==> config.mk <==
export PLATFORM = sky130hd
export DESIGN_NAME = char_lcd_nibble_writer
export DESIGN_NICKNAME = d
export VERILOG_FILES = /design/src/hdl/clnw_pkg.sv /design/src/hdl/clnw_front.sv /design/src/hdl/clnw_fifo.sv /design/src/hdl/clnw_back.sv /design/src/hdl/char_lcd_nibble_writer.sv
export SDC_FILE = /design/constraint.sdc
export NUM_CORES = 1
export LEC_CHECK = 0
export BUFFER_PORTS_ARGS = -buffer_cell sky130_fd_sc_hd__buf_2
export CAP_MARGIN = 20
export CORE_MARGIN = 3
export CORE_UTILIZATION = 25
export DETAILED_ROUTE_END_ITERATION = 7
export HOLD_SLACK_MARGIN = 0.06
export PLACE_DENSITY = 0.46
export SLEW_MARGIN = 20
export SYNTH_ARGS = -nofsm -noshare
export SYNTH_HDL_FRONTEND = slang
export SYNTH_SLANG_ARGS = --single-unit
==> constraint.sdc <==
create_clock -name clk -period 3 [get_ports clk]
set_input_delay 0.6 -clock clk [delete_from_list [all_inputs] [get_ports clk]]
set_output_delay 0.6 -clock clk [all_outputs]
set_load 0.005 [all_outputs]
==> src/hdl/clnw_pkg.sv <==
// shared types, codes and phase table for the character lcd nibble writer
// no dependencies; imported by every module of the block
`default_nettype none

package clnw_pkg;

  // request command codes
  localparam logic [1:0] CMD_INSTR  = 2'd0;
  localparam logic [1:0] CMD_DATA   = 2'd1;
  localparam logic [1:0] CMD_CURSOR = 2'd2;
  localparam logic [1:0] CMD_BUSY   = 2'd3;

  // configuration register indexes
  localparam int unsigned CFG_IDX_W = 1;
  localparam logic [CFG_IDX_W-1:0] CFG_ENABLE_PULSE = 1'b0;
  localparam logic [CFG_IDX_W-1:0] CFG_NIBBLE_GAP   = 1'b1;
  localparam int unsigned CFG_DATA_W = 16;

  // reset values of the configuration registers
  localparam logic [7:0]  PULSE_RESET = 8'd1;
  localparam logic [15:0] GAP_RESET   = 16'd1000;

  // ddram row base addresses
  localparam logic [7:0] ROW0_BASE = 8'h80;
  localparam logic [7:0] ROW1_BASE = 8'hC0;
  localparam logic [7:0] ROW2_BASE = 8'h94;
  localparam logic [7:0] ROW3_BASE = 8'hD4;
  localparam logic [3:0] NIBBLE_MASK = 4'hF;

  // default depth of the job queue
  localparam int unsigned JOB_QUEUE_DEPTH = 4;

  // phase index, wide enough for the longest job (six phases)
  localparam int unsigned PHASE_IDX_W = 3;

  typedef struct packed {
    logic [1:0] command;
    logic [7:0] byte_value;
    logic [2:0] row;
    logic [6:0] column;
    logic       busy_flag;
  } in_item_t;

  typedef struct packed {
    logic        reg_select;
    logic        read_not_write;
    logic        enable_level;
    logic [3:0]  bus_nibble;
    logic        d7_is_input;
    logic [15:0] hold_us;
    logic        sample_busy;
    logic        last_phase;
  } out_item_t;

  typedef enum logic [1:0] {
    JOB_WRITE,
    JOB_POLL_BUSY,
    JOB_POLL_DONE
  } job_kind_t;

  typedef struct packed {
    job_kind_t  kind;
    logic       rs;
    logic [7:0] value;
  } job_t;

  // ddram set-address instruction for a cursor row, eight-bit wrap
  function automatic logic [7:0] cursor_addr(input logic [1:0] row,
                                             input logic [6:0] column);
    logic [7:0] base;
    case (row)
      2'd0:    base = ROW0_BASE;
      2'd1:    base = ROW1_BASE;
      2'd2:    base = ROW2_BASE;
      default: base = ROW3_BASE;
    endcase
    return base + {1'b0, column};
  endfunction

  // index of the final phase of a job
  function automatic logic [PHASE_IDX_W-1:0] last_idx(input job_kind_t kind);
    logic [PHASE_IDX_W-1:0] n;
    unique case (kind)
      JOB_WRITE:     n = PHASE_IDX_W'(5);
      JOB_POLL_BUSY: n = PHASE_IDX_W'(3);
      JOB_POLL_DONE: n = PHASE_IDX_W'(2);
      default:       n = PHASE_IDX_W'(0);
    endcase
    return n;
  endfunction

  // pin settings of one phase of a job
  function automatic out_item_t make_phase(input job_t job,
                                           input logic [PHASE_IDX_W-1:0] idx,
                                           input logic [7:0] pulse,
                                           input logic [15:0] gap);
    out_item_t  p;
    logic [15:0] pulse_w;
    logic [3:0]  hi;
    logic [3:0]  lo;
    pulse_w = {8'd0, pulse};
    hi      = job.value[7:4] & NIBBLE_MASK;
    lo      = job.value[3:0] & NIBBLE_MASK;
    p       = '0;
    p.last_phase = (idx == last_idx(job.kind));
    if (job.kind == JOB_WRITE) begin
      case (idx)
        PHASE_IDX_W'(0): begin
          p.reg_select = job.rs; p.enable_level = 1'b1;
          p.bus_nibble = hi;     p.hold_us = pulse_w;
        end
        PHASE_IDX_W'(1): begin
          p.reg_select = job.rs; p.bus_nibble = hi; p.hold_us = gap;
        end
        PHASE_IDX_W'(2): begin
          p.reg_select = job.rs; p.enable_level = 1'b1;
          p.bus_nibble = lo;     p.hold_us = pulse_w;
        end
        PHASE_IDX_W'(3): begin
          p.reg_select = job.rs; p.bus_nibble = lo;
        end
        PHASE_IDX_W'(4): begin
          p.read_not_write = 1'b1; p.d7_is_input = 1'b1; p.hold_us = pulse_w;
        end
        default: begin
          p.read_not_write = 1'b1; p.d7_is_input = 1'b1;
          p.enable_level   = 1'b1; p.sample_busy = 1'b1;
        end
      endcase
    end else begin
      case (idx)
        PHASE_IDX_W'(0), PHASE_IDX_W'(2): begin
          if (idx == PHASE_IDX_W'(0) || job.kind == JOB_POLL_BUSY) begin
            p.read_not_write = 1'b1; p.d7_is_input = 1'b1;
            p.hold_us = pulse_w;
          end
        end
        default: begin
          // enable high on the read phases; sample only at the end of a busy poll
          p.read_not_write = 1'b1; p.d7_is_input = 1'b1;
          p.enable_level   = 1'b1;
          p.sample_busy    = (idx == PHASE_IDX_W'(3));
        end
      endcase
    end
    return p;
  endfunction

endpackage

`default_nettype wire

==> src/hdl/clnw_front.sv <==
// front end: accepts requests, tracks busy polling, turns requests into jobs
// depends on clnw_pkg
`default_nettype none

module clnw_front import clnw_pkg::*; (
  input  wire logic     clk,
  input  wire logic     rst_n,
  input  wire logic     in_push,
  input  wire in_item_t in_data,
  output logic          in_full,
  output logic          q_push,
  output job_t          q_data,
  input  wire logic     q_full
);

  logic polling_r;
  logic polling_nxt;
  logic accept;

  assign accept  = in_push && !q_full;
  assign in_full = q_full;

  // classify the request
  always_comb begin
    q_push      = 1'b0;
    q_data      = '{kind: JOB_WRITE, rs: 1'b0, value: in_data.byte_value};
    polling_nxt = polling_r;
    if (accept) begin
      if (in_data.command == CMD_BUSY) begin
        if (polling_r) begin
          q_push = 1'b1;
          if (in_data.busy_flag) begin
            q_data.kind = JOB_POLL_BUSY;
          end else begin
            q_data.kind = JOB_POLL_DONE;
            polling_nxt = 1'b0;
          end
        end
      end else if (!polling_r) begin
        case (in_data.command)
          CMD_INSTR: begin
            q_push = 1'b1;
          end
          CMD_DATA: begin
            q_push    = 1'b1;
            q_data.rs = 1'b1;
          end
          default: begin
            q_push       = (in_data.row[2] == 1'b0);
            q_data.value = cursor_addr(in_data.row[1:0], in_data.column);
          end
        endcase
        if (q_push) begin
          polling_nxt = 1'b1;
        end
      end
    end
  end

  // polling state
  always_ff @(posedge clk) begin
    if (!rst_n) begin
      polling_r <= 1'b0;
    end else begin
      polling_r <= polling_nxt;
    end
  end

endmodule

`default_nettype wire

==> src/hdl/clnw_fifo.sv <==
// small job queue between the front end and the phase sequencer
// depends on clnw_pkg
`default_nettype none

module clnw_fifo import clnw_pkg::*; #(
  parameter int unsigned DEPTH = JOB_QUEUE_DEPTH
) (
  input  wire logic clk,
  input  wire logic rst_n,
  input  wire logic push,
  input  wire job_t push_data,
  output logic      full,
  input  wire logic pop,
  output job_t      pop_data,
  output logic      empty
);

  localparam int unsigned PTR_W = $clog2(DEPTH);
  localparam int unsigned CNT_W = $clog2(DEPTH + 1);

  job_t             mem [DEPTH];
  logic [PTR_W-1:0] wr_ptr_r;
  logic [PTR_W-1:0] rd_ptr_r;
  logic [CNT_W-1:0] count_r;
  logic             do_push;
  logic             do_pop;

  assign full     = (count_r == CNT_W'(DEPTH));
  assign empty    = (count_r == '0);
  assign do_push  = push && !full;
  assign do_pop   = pop && !empty;
  assign pop_data = mem[rd_ptr_r];

  // storage
  always_ff @(posedge clk) begin
    if (do_push) begin
      mem[wr_ptr_r] <= push_data;
    end
  end

  // pointers and fill count
  always_ff @(posedge clk) begin
    if (!rst_n) begin
      wr_ptr_r <= '0;
      rd_ptr_r <= '0;
      count_r  <= '0;
    end else begin
      if (do_push) begin
        wr_ptr_r <= (wr_ptr_r == PTR_W'(DEPTH - 1)) ? '0 : wr_ptr_r + 1'b1;
      end
      if (do_pop) begin
        rd_ptr_r <= (rd_ptr_r == PTR_W'(DEPTH - 1)) ? '0 : rd_ptr_r + 1'b1;
      end
      if (do_push && !do_pop) begin
        count_r <= count_r + 1'b1;
      end else if (do_pop && !do_push) begin
        count_r <= count_r - 1'b1;
      end
    end
  end

  // fill count never passes the depth
  a_count_range: assert property (@(posedge clk) disable iff (!rst_n)
    count_r <= CNT_W'(DEPTH))
    else $error("job queue count out of range");

endmodule

`default_nettype wire

==> src/hdl/clnw_back.sv <==
// back end: steps through the phases of each job, one phase per cycle while out_pop takes them
// depends on clnw_pkg
`default_nettype none

module clnw_back import clnw_pkg::*; (
  input  wire logic        clk,
  input  wire logic        rst_n,
  input  wire logic [7:0]  pulse,
  input  wire logic [15:0] gap,
  input  wire job_t        q_data,
  input  wire logic        q_empty,
  output logic             q_pop,
  output out_item_t        out_data,
  output logic             out_empty,
  input  wire logic        out_pop
);

  job_t                   job_r;
  job_t                   job_nxt;
  logic                   job_valid_r;
  logic                   job_valid_nxt;
  logic [PHASE_IDX_W-1:0] idx_r;
  logic [PHASE_IDX_W-1:0] idx_nxt;
  logic                   out_valid_r;
  logic                   out_valid_nxt;
  out_item_t              out_data_r;
  out_item_t              out_data_nxt;
  logic                   advance;
  logic                   produce;
  logic                   at_last;

  assign advance   = !out_valid_r || out_pop;
  assign produce   = advance && job_valid_r;
  assign at_last   = (idx_r == last_idx(job_r.kind));
  assign q_pop     = !q_empty && (!job_valid_r || (produce && at_last));
  assign out_data  = out_data_r;
  assign out_empty = !out_valid_r;

  // sequencer and output register next values
  always_comb begin
    job_nxt       = job_r;
    job_valid_nxt = job_valid_r;
    idx_nxt       = idx_r;
    out_valid_nxt = out_valid_r && !out_pop;
    out_data_nxt  = out_data_r;
    if (produce) begin
      out_valid_nxt = 1'b1;
      out_data_nxt  = make_phase(job_r, idx_r, pulse, gap);
      idx_nxt       = idx_r + 1'b1;
      if (at_last) begin
        job_valid_nxt = 1'b0;
      end
    end
    if (q_pop) begin
      job_nxt       = q_data;
      job_valid_nxt = 1'b1;
      idx_nxt       = '0;
    end
  end

  // registers
  always_ff @(posedge clk) begin
    if (!rst_n) begin
      job_valid_r <= 1'b0;
      idx_r       <= '0;
      out_valid_r <= 1'b0;
    end else begin
      job_valid_r <= job_valid_nxt;
      idx_r       <= idx_nxt;
      out_valid_r <= out_valid_nxt;
    end
    job_r      <= job_nxt;
    out_data_r <= out_data_nxt;
  end

  // phase index stays within the current job
  a_idx_range: assert property (@(posedge clk) disable iff (!rst_n)
    job_valid_r |-> idx_r <= last_idx(job_r.kind))
    else $error("phase index past end of job");

  // a job is only taken from a non-empty queue
  a_pop_nonempty: assert property (@(posedge clk) disable iff (!rst_n)
    q_pop |-> !q_empty)
    else $error("job queue popped while empty");

  // a produced phase shows on the output in the next cycle
  a_produce_shows: assert property (@(posedge clk) disable iff (!rst_n)
    produce |=> out_valid_r)
    else $error("produced phase lost");

endmodule

`default_nettype wire

==> src/hdl/char_lcd_nibble_writer.sv <==
// top level of the character lcd 4-bit nibble writer
// depends on clnw_pkg, clnw_front, clnw_fifo, clnw_back
//
//   channel   ports                         direction  moves
//   in        in_push in_full in_data       in         one request
//   out       out_pop out_empty out_data    out        one pin phase
//   cfg       cfg_we cfg_index cfg_wdata    in         one register write
//
// one pin phase per cycle while out_pop takes them: a write is 6 phases,
// a busy sample 3 or 4, set by the phase sequencer in the back end.
// a request is accepted every cycle the job queue has room; ignored
// requests are taken but give no phases.
// the job queue lets requests keep arriving while phases wait on out_pop.
// synchronous active-low reset clears polling state, queue, output and cfg.
`default_nettype none

module char_lcd_nibble_writer import clnw_pkg::*; #(
  parameter int unsigned QUEUE_DEPTH = JOB_QUEUE_DEPTH
) (
  input  wire logic                  clk,
  input  wire logic                  rst_n,
  input  wire logic                  in_push,
  input  wire in_item_t              in_data,
  output logic                       in_full,
  output out_item_t                  out_data,
  output logic                       out_empty,
  input  wire logic                  out_pop,
  input  wire logic                  cfg_we,
  input  wire logic [CFG_IDX_W-1:0]  cfg_index,
  input  wire logic [CFG_DATA_W-1:0] cfg_wdata
);

  logic [7:0]  pulse_r;
  logic [15:0] gap_r;
  logic        q_push;
  job_t        q_wdata;
  logic        q_full;
  logic        q_pop;
  job_t        q_rdata;
  logic        q_empty;

  // configuration registers
  always_ff @(posedge clk) begin
    if (!rst_n) begin
      pulse_r <= PULSE_RESET;
      gap_r   <= GAP_RESET;
    end else if (cfg_we) begin
      unique case (cfg_index)
        CFG_ENABLE_PULSE: pulse_r <= cfg_wdata[7:0];
        CFG_NIBBLE_GAP:   gap_r   <= cfg_wdata[15:0];
        default:          ;
      endcase
    end
  end

  clnw_front u_front (
    .clk     (clk),
    .rst_n   (rst_n),
    .in_push (in_push),
    .in_data (in_data),
    .in_full (in_full),
    .q_push  (q_push),
    .q_data  (q_wdata),
    .q_full  (q_full)
  );

  clnw_fifo #(
    .DEPTH (QUEUE_DEPTH)
  ) u_fifo (
    .clk       (clk),
    .rst_n     (rst_n),
    .push      (q_push),
    .push_data (q_wdata),
    .full      (q_full),
    .pop       (q_pop),
    .pop_data  (q_rdata),
    .empty     (q_empty)
  );

  clnw_back u_back (
    .clk       (clk),
    .rst_n     (rst_n),
    .pulse     (pulse_r),
    .gap       (gap_r),
    .q_data    (q_rdata),
    .q_empty   (q_empty),
    .q_pop     (q_pop),
    .out_data  (out_data),
    .out_empty (out_empty),
    .out_pop   (out_pop)
  );

endmodule

`default_nettype wire

Yosys cells after proc, flatten, opt, wreduce, memory -nomap -nowiden
Memories as Yosys holds them, arrays and structs flattened. A register that Yosys moved wholly into a read port is not among the register bits.
Cells that the tools add are included.
Widths: inputs -> output; s select.
- flip-flop bits (word level): 63
- bits in writable memories: 44
- input port bits: 43
- memories: 1
- add/sub/neg operators: 6
- eq/ne operators: 15
- muxes and demuxes: 52
- bitwise gates (word level): 3
- reductions and logical operators: 40
- memory list (name ; depth ; bits a word ; read ports ; clocked after memory_dff ; write ports ; RTL line ; text):
    u_fifo.mem ; 4 ; 11 ; 1 ; 1 ; 1 ; clnw_fifo.sv:21 ; job_t mem [DEPTH];
- operator list (cell ; number):
    $mux 8 ; 5
    $pmux 16 s2 ; 1
    $mux 1 ; 28
    $pmux 7 s3 ; 1
    $mux 18 ; 1
    $mux 9 ; 2
    $mux 17 ; 1
    $mux 16 ; 1
    $mux 2 ; 6
    $mux 11 ; 1
    $eq 2x2->1 const B ; 5
    $reduce_or 2->1 ; 5
    $logic_and 1x1->1 ; 9
    $mux 3 ; 3
    $pmux 3 s3 ; 1
    $add 8x7->8 ; 1
    $pmux 4 s2 ; 1
    $reduce_and 2->1 ; 4
    $logic_not 1->1 ; 7
    $add 3x1->3 const B ; 2
    $eq 2x1->1 const B ; 3
    $eq 3x2->1 const B ; 2
    $eq 3x3->1 ; 2
    $eq 3x3->1 const B ; 2
    other kinds (11) ; 22

Logic depth before layout (Yosys ltp)
Gate-level depths: netlist of the first run.
- word-level depth: 14
- mapped depth: 11
- gate-level depth less buffers: 11

Cells and area by module
Synthesis of the first run repeated with hierarchy kept, for this count alone.
- cells, all modules: 388
- area, all modules: 5168.7 um^2
- modules (own cells, without submodules) (module ; instances ; cells an instance ; area each (um^2)):
    clnw_fifo ; 1 ; 108 ; 2060.7
    clnw_back ; 1 ; 131 ; 1785.5
    char_lcd_nibble_writer ; 1 ; 104 ; 998.5
    clnw_front ; 1 ; 45 ; 324.1

Least setup slack after synthesis of the first run
Ideal clock, no wire load.
- kind: register -> register
- start: register u_back.job_r[9] (netlist name)
- end: register u_fifo.count_r[2]
- arrival time: 2.341 ns
- path slack: 0.588 ns
- cell stages (with the launch flop): 12
- period minus slack after synthesis: 2.412 ns
- cells stage by stage: edfxtp_1 -> inv_1 -> ha_1 -> nor4_1 -> nand4bb_1 -> nand3_1 -> ha_1 -> inv_1 -> fa_1 -> xor2_1 -> or3_2 -> a21oi_1
- word-level cells in the longest chain between the ends: 10
- elaborated cells between the ends (all ways): 14
- classes of those cells: eq/ne (3); mux (2); reduce/logical (9)
- RTL lines (item ; RTL line ; text):
    $eq 2x2->1, or another cell as far along ; clnw_pkg.sv:83 ; unique case (kind)
    $pmux 3 s3 (*) ; clnw_pkg.sv:83 ;
    $eq 3x3->1 (*) ; clnw_back.sv:34 ; assign at_last = (idx_r == last_idx(job_r.kind));
    $logic_and 1x1->1 (*) ; clnw_back.sv:35 ; assign q_pop = !q_empty && (!job_valid_r || (produce && at_last));
    $logic_or 1x1->1 (*) ; clnw_back.sv:35 ;
    $logic_and 1x1->1 (*) ; clnw_back.sv:35 ;
    $logic_and 1x1->1 (*) ; clnw_fifo.sv:31 ; assign do_pop = pop && !empty;
    $logic_not 1->1 ; clnw_fifo.sv:54 ; if (do_push && !do_pop) begin
    $logic_and 1x1->1 ; clnw_fifo.sv:54 ;
    $mux 3 or $reduce_bool 2->1 (tied branches) ; n/a ;
    end signal, assigned ; clnw_fifo.sv:55 ; count_r <= count_r + 1'b1;
    end signal, assigned ; clnw_fifo.sv:57 ; count_r <= count_r - 1'b1;
    end, declared ; clnw_fifo.sv:24 ; logic [CNT_W-1:0] count_r;
Mark *: on every way between the ends. The rest lies on a longest branch, timed or not.
A chain may end at the register's enable or synchronous reset.

Worst setup path in the final report of the first run
- start: register u_back.job_r[9] (netlist name)
- end: register u_fifo.count_r[2]
- word-level cells in the longest chain between the ends: 10
- elaborated cells between the ends (all ways): 14
- classes of those cells: eq/ne (3); mux (2); reduce/logical (9)
- RTL lines (item ; RTL line):
    $eq 2x2->1, or another cell as far along ; clnw_pkg.sv:83
    $pmux 3 s3 (*) ; clnw_pkg.sv:83
    $eq 3x3->1 (*) ; clnw_back.sv:34
    $logic_and 1x1->1 (*) ; clnw_back.sv:35
    $logic_or 1x1->1 (*) ; clnw_back.sv:35
    $logic_and 1x1->1 (*) ; clnw_back.sv:35
    $logic_and 1x1->1 (*) ; clnw_fifo.sv:31
    $logic_not 1->1 ; clnw_fifo.sv:54
    $logic_and 1x1->1 ; clnw_fifo.sv:54
    $mux 3 or $reduce_bool 2->1 (tied branches) ; n/a
Marked as above.

==> impl_metrics.ini, run 1 <==
[timing]
period_share_pct = 87.2
min_period_ns = 2.62
fmax_mhz = 382
tightest_slew_ns = 0.822
tns_ns = 0
rsz0062_at_grt = false
slew_headroom_pct = 45.2
finalHoldViolations = 0
setup_violations = 0
slew_violations = 0
clock_skew_ns = 0.00860

[global_route]
grt_max_degree = 30
grt_overflow_total = 0
grt_pass1_wl_um = 16000
grtUsageTotal_pct = 9.60
grt_pass1_vias = 3074
antenna_found_initial = 0

[power]
pwr-share-clk_pct = 35.4
power.internal_mw = 4.06
peakVddDrop_v = 0.000367
switchingPower_mw = 1.62
switching_share_pct = 28.5
p_leak_nw = 2.33
comb_power_share_pct = 23.2
powerDensity_nw_per_um2 = 918
seqPwrFrac_pct = 41.4

[synth]
synth_common_cells = 80 x edfxtp_1, 57 x nand2_1, 37 x dfxtp_1
syn_nets = 446
ys_seq_area_share_pct = 63.5
ys_warn_count = 0
synth_ff_type = edfxtp_1
synth_top_area_share_pct = 48.5
synth-seq-cells = 117
synth.area.top_cells = edfxtp_1 49%, dfxtp_1 15%, mux4_2 5.0%
yosysUniqueCellTypes = 47
async_flop_share_pct = 0
synth-edff-count = 80
synth.most_common_cell = edfxtp_1
synth_top_area_cell = edfxtp_1
synth_area_um2 = 4950
syn_inst = 385
syn_avg_cell_area_um2 = 12.9

[job]
maxCapViolCount = 0

[clocking]
tritoncts = built
cts_sinks = 117
clk_pin_slew_ns = 0.06
cts-hold-fix-buffers = 0
numCtsBuffers = 17
htree_levels = 4
ctsResizeCount = 0
max-clock-path-buffers = 2
root_buffer = clkbuf_16
post-cts-setup-buffers = 0
clock_latency_ns = 0.41

[final_layout]
diodes = 0
syn_to_final_growth_pct = 25.0
nets = 520
drive_gt1_share_pct = 27.5
final_cells = 732

[setup_path]
critPathLaunchType = register
arrival_ns = 2.95
crit_required_ns = 3.34
crit_fanout = 4
crit_type = reg2reg
end_kind = register

[place]
dp.cells = 699
port_buffers = 70
place_congestion = 0.714
dpl.hpwl_um = 6840

[detailed_routing]
vias = 3103
top_layer = met4
ant_nets = 0
wl_per_cell_um = 13.7
wl_um = 9990
wl_met2_um = 4810
wl_met1_um = 4600
drt_iter0_drc = 192
viasPerCell = 4.24
met3_wirelength_um = 464
route.detailed.drc = 0
first_pass_iters = 5

[floorplan]
start_util_pct = 25.9
die_area_um2 = 21500
die_y_um = 147
ioPinCount = 71
num_rows = 50
die_x_um = 147
coreArea_um2 = 19100

[worst_hold_path]
min_path_type = in2reg

[status]
outcome = finished clean
[worst paths after layout]
kind	startpoint	endpoint	slack (ns)	cells after the start
max reg2reg	u_back.job_r[9]	u_fifo.count_r[2]	0.38	10
min	cfg_wdata[5]	gap_r[5]	0.42	3
max	u_back.job_r[9]	u_fifo.count_r[2]	0.38	10
min reg2reg	gap_r[14]	gap_r[14]	0.45	2
[cell type report]
type,count,area (um2)
clock buffers,20,437
clock inverters,12,154
fillers,1896,12900
inverters,14,52.6
multi-input cells,233,1670
flip-flops and latches,117,3140
well taps,260,325
repair buffers,76,403
[cell usage in the layout (no fill, tap or decap), drive strengths merged, types with 3 or more instances in the layout]
| cell | count |
|---|---|
| xnor2 | 4 |
| o21ai | 10 |
| inv | 15 |
| clkinv | 6 |
| nor2b | 10 |
| mux4 | 11 |
| nor3 | 5 |
| a22o | 8 |
| a21oi | 24 |
| mux2 | 6 |
| bufinv | 3 |
| mux2i | 4 |
| nor2 | 16 |
| a22oi | 5 |
| and2 | 14 |
| clkbuf | 20 |
| xor2 | 4 |
| edfxtp | 80 |
| nand3 | 10 |
| ha | 17 |
| nand2 | 57 |
| or3 | 3 |
| buf | 76 |
| dfxtp | 37 |
[flip-flops by register name, indices dropped and copies added (netlist names)]
signal and count:
u_fifo.count_r 3, u_back.out_valid_r 1, u_fifo.rd_ptr_r 2, pulse_r 8, u_back.job_valid_r 1, u_fifo.wr_ptr_r 2
u_fifo.mem 44, u_back.idx_r 3, gap_r 16, u_back.job_r 11, u_front.polling_r 1, u_back.out_data 25
[per-layer routing]
layer | track usage, % | vias up
met5 | 0 | -
met4 | 4.00 | 0
met3 | 3.45 | 9
met2 | 15.1 | 60
met1 | 12.0 | 1496
li1 | - | 1538
[power groups by stage]
stage                     registers (mW)  clock network [mW]  logic, mW
after global placement              2.39                   0       1.31
final                               2.35                2.01       1.32
after global routing                2.40                2.13       1.49
after CTS                           2.37                2.05       1.35
after floorplan                     2.32                   0      0.915
after detailed placement            2.40                   0       1.34
[worst max-delay path: stages, from the launching register on]
cell and delay, ns:
edfxtp_1 0.38, ha_1 0.25, nor4bb_1 0.16, nand4bb_1 0.23, nand3_1 0.14, ha_1 0.20, inv_1 0.06, fa_1 0.39
xor2_1 0.19, or3_2 0.41, a21oi_1 0.15
[per-stage QoR]
step	hold slack (ns)	instance area (um2)	util, %	power, mW	setup slack, ns
3_3_place_gp	0.439	5580	29.2	3.70	0.335
3_5_place_dp	0.444	5580	29.2	3.74	0.193
5_1_grt	0.408	6190	32.4	6.02	0.222
4_1_cts	0.399	6170	32.3	5.77	0.348
2_1_floorplan	0.432	4950	-	3.24	0.588
6_report	0.418	6190	32.4	5.68	0.383
[cell families (layout without fill, tap and decap cells)]
family / count (synthesis) / count (layout) / synth area share (%)
mux: 21 / 21 / 7.18
simple gates: 129 / 129 / 13.1
compound gates: 57 / 57 / 7.36
flops: 117 / 117 / 63.5
buf+inv: 35 / 122 / 2.78
xor+xnor: 8 / 8 / 1.42
fa+ha+maj: 18 / 18 / 4.70
No activity file was read; power rests on OpenSTA's default activity.
==> inputs of run 2 (changes only) <==
BUFFER_PORTS_ARGS = -buffer_cell sky130_fd_sc_hd__buf_4   (was -buffer_cell sky130_fd_sc_hd__buf_2)
==> run 2 against run 1 <==
Worst setup slack gained 0.012 ns. Global-route usage grew 0.31 points. Flip-flop and latch count is the same. Power grew 2.2%. Combinational power grew 6%. Utilization grew 0.91 points. Routed wire length grew 1.5%. Non-clock buffer count shrank 1. Sequential power is essentially flat. First-iteration DRC count shrank 2.1%. Final area grew 2.8%. Worst hold slack lost 0.0033 ns. Critical endpoint unchanged.
==> impl_metrics.ini, run 2 (synthesis gave the netlist of run 1 again) <==
[floorplan]
num_rows = 50
die_area_um2 = 21500
die_y_um = 147
ioPinCount = 71
coreArea_um2 = 19100
die_x_um = 147
start_util_pct = 25.9

[status]
outcome = finished clean

[setup_path]
arrival_ns = 2.95
crit_path_top_delay_cell = or3_2
critPathLaunchType = register
crit_family = simple AND/OR/NAND/NOR gates
crit_type = reg2reg
cpPeakStageDelay_ns = 0.40
crit_required_ns = 3.34
crit_chain = inv_1, ha_1, nor4_1, nand4bb_1, nand3_1, ha_1, inv_1, fa_1, xor2_1, or3_2, a21oi_1
end_kind = register
crit_fanout = 7
path_buf_inv = 2

[global_route]
grtUsageTotal_pct = 9.91
grt_pass1_vias = 3222
grt_overflow_total = 0
grt_max_degree = 23
antenna_found_initial = 0
grt_pass1_wl_um = 16600

[timing]
min_period_ns = 2.61
tns_ns = 0
worst_hold_slack_ns = 0.415
tightest_slew_ns = 0.815
setup_violations = 0
rsz0062_at_grt = false
slew_headroom_pct = 45.6
finalHoldViolations = 0
fmax_mhz = 384
slew_violations = 0
clock_skew_ns = 0.00811
period_share_pct = 86.8

[power]
peakVddDrop_v = 0.000427
p_leak_nw = 2.38
powerDensity_nw_per_um2 = 913

[clocking]
numCtsBuffers = 17
root_buffer = clkbuf_16
tritoncts = built
htree_levels = 4
clk_pin_slew_ns = 0.06
post-cts-setup-buffers = 0
cts_sinks = 117
clock_latency_ns = 0.41
max-clock-path-buffers = 2
cts-hold-fix-buffers = 0
ctsResizeCount = 0

[detailed_routing]
drt_iter0_drc = 188
wl_um = 10100
viasPerCell = 4.25
vias = 3107
ant_nets = 0
first_pass_iters = 4
wl_per_cell_um = 13.9
route.detailed.drc = 0

[final_layout]
diodes = 0
largest_reg_flops = 44
nets = 519
top_register = u_fifo.mem
drive_gt1_share_pct = 28.0
final_common_cell = edfxtp_1
most-common-layout-cells = 80 x edfxtp_1, 75 x buf_4, 57 x nand2_1
syn_to_final_growth_pct = 28.5

[place]
dpl.hpwl_um = 6980
place_congestion = 0.726
port_buffers = 70

[job]
maxCapViolCount = 0

[worst_hold_path]
min_path_type = in2reg
run 2: power breakdown:
| part | total, mW | switching (mW) | internal (mW) |
|---|---|---|---|
| Clock | 2.04 | 0.729 | 1.31 |
| Sequential | 2.37 | 0.201 | 2.17 |
| Combinational | 1.40 | 0.724 | 0.672 |
| Total | 5.81 | 1.65 | 4.15 |
run 2: layout make-up:
cell class | instances | area (um2)
Fill cell | 1885 | 12700
Sequential cell | 117 | 3140
Clock inverter | 14 | 175
Tap cell | 260 | 325
Inverter | 14 | 52.6
Timing Repair Buffer | 75 | 563
Clock buffer | 18 | 429
Multi-Input combinational cell | 233 | 1670
run 2: routing by layer:
metal	global-route usage [%]	vias up	part of all wire, %
met2	15.9	59	49
li1	-	1537	-
met4	4.33	0	1.5
met1	12.4	1500	46
met5	0	-	0
met3	3.05	11	4.2
run 2: worst register-to-register path: stages (launching register included):
cell       delay (ns)
edfxtp_1         0.39
inv_1            0.07
ha_1             0.28
nor4_1           0.10
nand4bb_1        0.23
nand3_1          0.13
ha_1             0.19
inv_1            0.06
fa_1             0.37
xor2_1           0.18
or3_2            0.40
a21oi_1          0.14
run 2: metrics by stage:
step / cells / power (mW) / worst slack, ns / instance area (um2) / util (%)
floorplan: 385 / 3.24 / 0.588 / 4950 / -
detailed placement: 699 / 3.83 / 0.288 / 5760 / 30.2
global placement: 699 / 3.80 / 0.345 / 5760 / 30.2
finish: 731 / 5.81 / 0.395 / 6360 / 33.3
global route: 731 / 6.17 / 0.131 / 6360 / 33.3
CTS: 731 / 5.90 / 0.395 / 6360 / 33.3
run 2: worst paths after layout:
kind                        start           endpoint  slack (ns)  cells past startpoint
setup / recovery  u_back.job_r[9]  u_fifo.count_r[2]        0.39                     11
hold reg to reg         gap_r[11]          gap_r[11]        0.45                      2
hold / removal       cfg_wdata[5]           gap_r[5]        0.41                      3
setup reg to reg  u_back.job_r[9]  u_fifo.count_r[2]        0.39                     11
==> inputs of run 3 (changes only) <==
==> constraint.sdc (replaced) <==
create_clock -name clk -period 3 [get_ports clk]
set_input_delay 0.3 -clock clk [delete_from_list [all_inputs] [get_ports clk]]
set_output_delay 0.3 -clock clk [all_outputs]
set_load 0.005 [all_outputs]
==> run 3 against run 2 <==
Combinational power hardly changed. Highest routed layer unchanged. Worst hold slack worse by 0.31 ns. Sequential share of layout area is 0.24 points lower. Critical endpoint unchanged. Largest cell class unchanged. Largest power group unchanged. Global-route usage hardly changed. Routed wire length is 0.97% higher. Final cell count is 0.14% higher. Clock power is 4% higher. Die area stayed put. Utilization is 0.16 points higher.
==> impl_metrics.ini, run 3 (synthesis gave the netlist of run 1 again) <==
[timing]
slew_violations = 0
min_period_ns = 2.65
tns_ns = 0
rsz0062_at_grt = false
finalHoldViolations = 0
slew_headroom_pct = 46.4
fmax_mhz = 377
period_share_pct = 88.4
tightest_slew_ns = 0.803
clock_skew_ns = 0.00596
setup_violations = 0

[final_layout]
most-common-layout-cells = 80 x edfxtp_1, 76 x buf_4, 57 x nand2_1
drive_gt1_share_pct = 28.0
largest_reg_flops = 44
diodes = 0
final_area_um2 = 6390
final_common_cell = edfxtp_1
fillCellCount = 1889
syn_to_final_growth_pct = 29.1
top_register = u_fifo.mem
nets = 520

[clocking]
clk_pin_slew_ns = 0.06
cts-hold-fix-buffers = 0
max-clock-path-buffers = 2
clock_latency_ns = 0.41
root_buffer = clkbuf_16
post-cts-setup-buffers = 0
tritoncts = built
ctsResizeCount = 0
cts_sinks = 117
numCtsBuffers = 17
htree_levels = 4

[global_route]
grtUsageTotal_pct = 9.95
antenna_found_initial = 0
grt_max_degree = 29
grt_pass1_wl_um = 16500
grt_overflow_total = 0
grt_pass1_vias = 3158

[job]
maxCapViolCount = 0

[setup_path]
end_kind = register
critPathLaunchType = register
crit_chain = inv_1, ha_1, nor4_1, nand4bb_1, nand3_1, ha_1, inv_1, fa_1, xor2_1, or3_2, a21oi_1
crit_fanout = 7
reg2reg_depth = 11
cpPeakStageDelay_ns = 0.41
arrival_ns = 2.99
crit_required_ns = 3.34
crit_path_top_delay_cell = or3_2
crit_type = reg2reg

[detailed_routing]
first_pass_iters = 4
ant_nets = 0
route.detailed.drc = 0
viasPerCell = 4.24
vias = 3103
wl_per_cell_um = 14.0
drt_iter0_drc = 112
wl_um = 10200

[floorplan]
ioPinCount = 71
num_rows = 50
die_area_um2 = 21500
die_x_um = 147
start_util_pct = 25.9
coreArea_um2 = 19100
die_y_um = 147

[place]
place_congestion = 0.712
dpl.hpwl_um = 7090
placed_area_um2 = 5760
port_buffers = 70

[power]
peakVddDrop_v = 0.000369
p_leak_nw = 2.40
powerDensity_nw_per_um2 = 925
finalPower_mw = 5.91

[status]
outcome = finished clean

[worst_hold_path]
min_path_type = in2reg
min_path_cells = 3
[run 3: cell types whose count changed in the layout (fill, tap and decap cells not counted)]
cell and delta:
buf_4 +1, bufinv_16 +1, clkbuf_1 -1, clkinv_1 +2, clkinv_2 -2, clkinv_4 +1
inv_6 -1
[run 3: worst paths after layout]
path / start / endpoint / slack (ns)
hold / removal: cfg_wdata[8] / gap_r[8] / 0.11
setup reg to reg: u_back.job_r[9] / u_fifo.count_r[2] / 0.35
hold reg to reg: pulse_r[4] / pulse_r[4] / 0.45
setup / recovery: u_back.job_r[9] / u_fifo.count_r[2] / 0.35
[run 3: layout make-up]
| cell class | instances | area [um2] | share of cell area, % |
|---|---|---|---|
| Sequential cell | 117 | 3140 | 49.2 |
| Multi-Input combinational cell | 233 | 1670 | 26.2 |
| Timing Repair Buffer | 76 | 571 | 8.93 |
| Clock buffer | 17 | 425 | 6.66 |
| Tap cell | 260 | 325 | 5.09 |
| Clock inverter | 15 | 203 | 3.17 |
| Inverter | 14 | 52.6 | 0.822 |
[run 3: through the flow]
step	hold slack [ns]	utilization, %	setup WS [ns]	std cells
5_1_grt	0.0901	33.5	0.167	732
4_1_cts	0.0900	33.5	0.347	732
6_report	0.108	33.5	0.349	732
3_5_place_dp	0.443	30.2	0.367	700
3_3_place_gp	0.441	30.2	0.491	700
2_1_floorplan	0.424	-	0.588	385
[run 3: routing by layer]
layer | vias to the layer above | wire, um | global-route usage (%)
met2 | 67 | 4950 | 16.0
met4 | 0 | 167 | 3.81
met1 | 1483 | 4660 | 12.1
met3 | 13 | 469 | 3.79
met5 | - | 0 | 0
li1 | 1540 | - | -
[run 3: worst max-delay path: cells and delay by family, from the launching register on]
kind	cells	cell delay, ns
adders and majority gates	3	0.84
xor gates and xnor gates	1	0.19
and+or+nand+nor	4	0.87
buffers and inverters	2	0.13
DFF	1	0.39
AOI/OAI and AO/OA	1	0.16
[run 3: power breakdown]
group	switching, mW	internal [mW]	total [mW]
clock	0.741	1.39	2.13
sequential	0.195	2.16	2.36
combinational	0.734	0.687	1.42
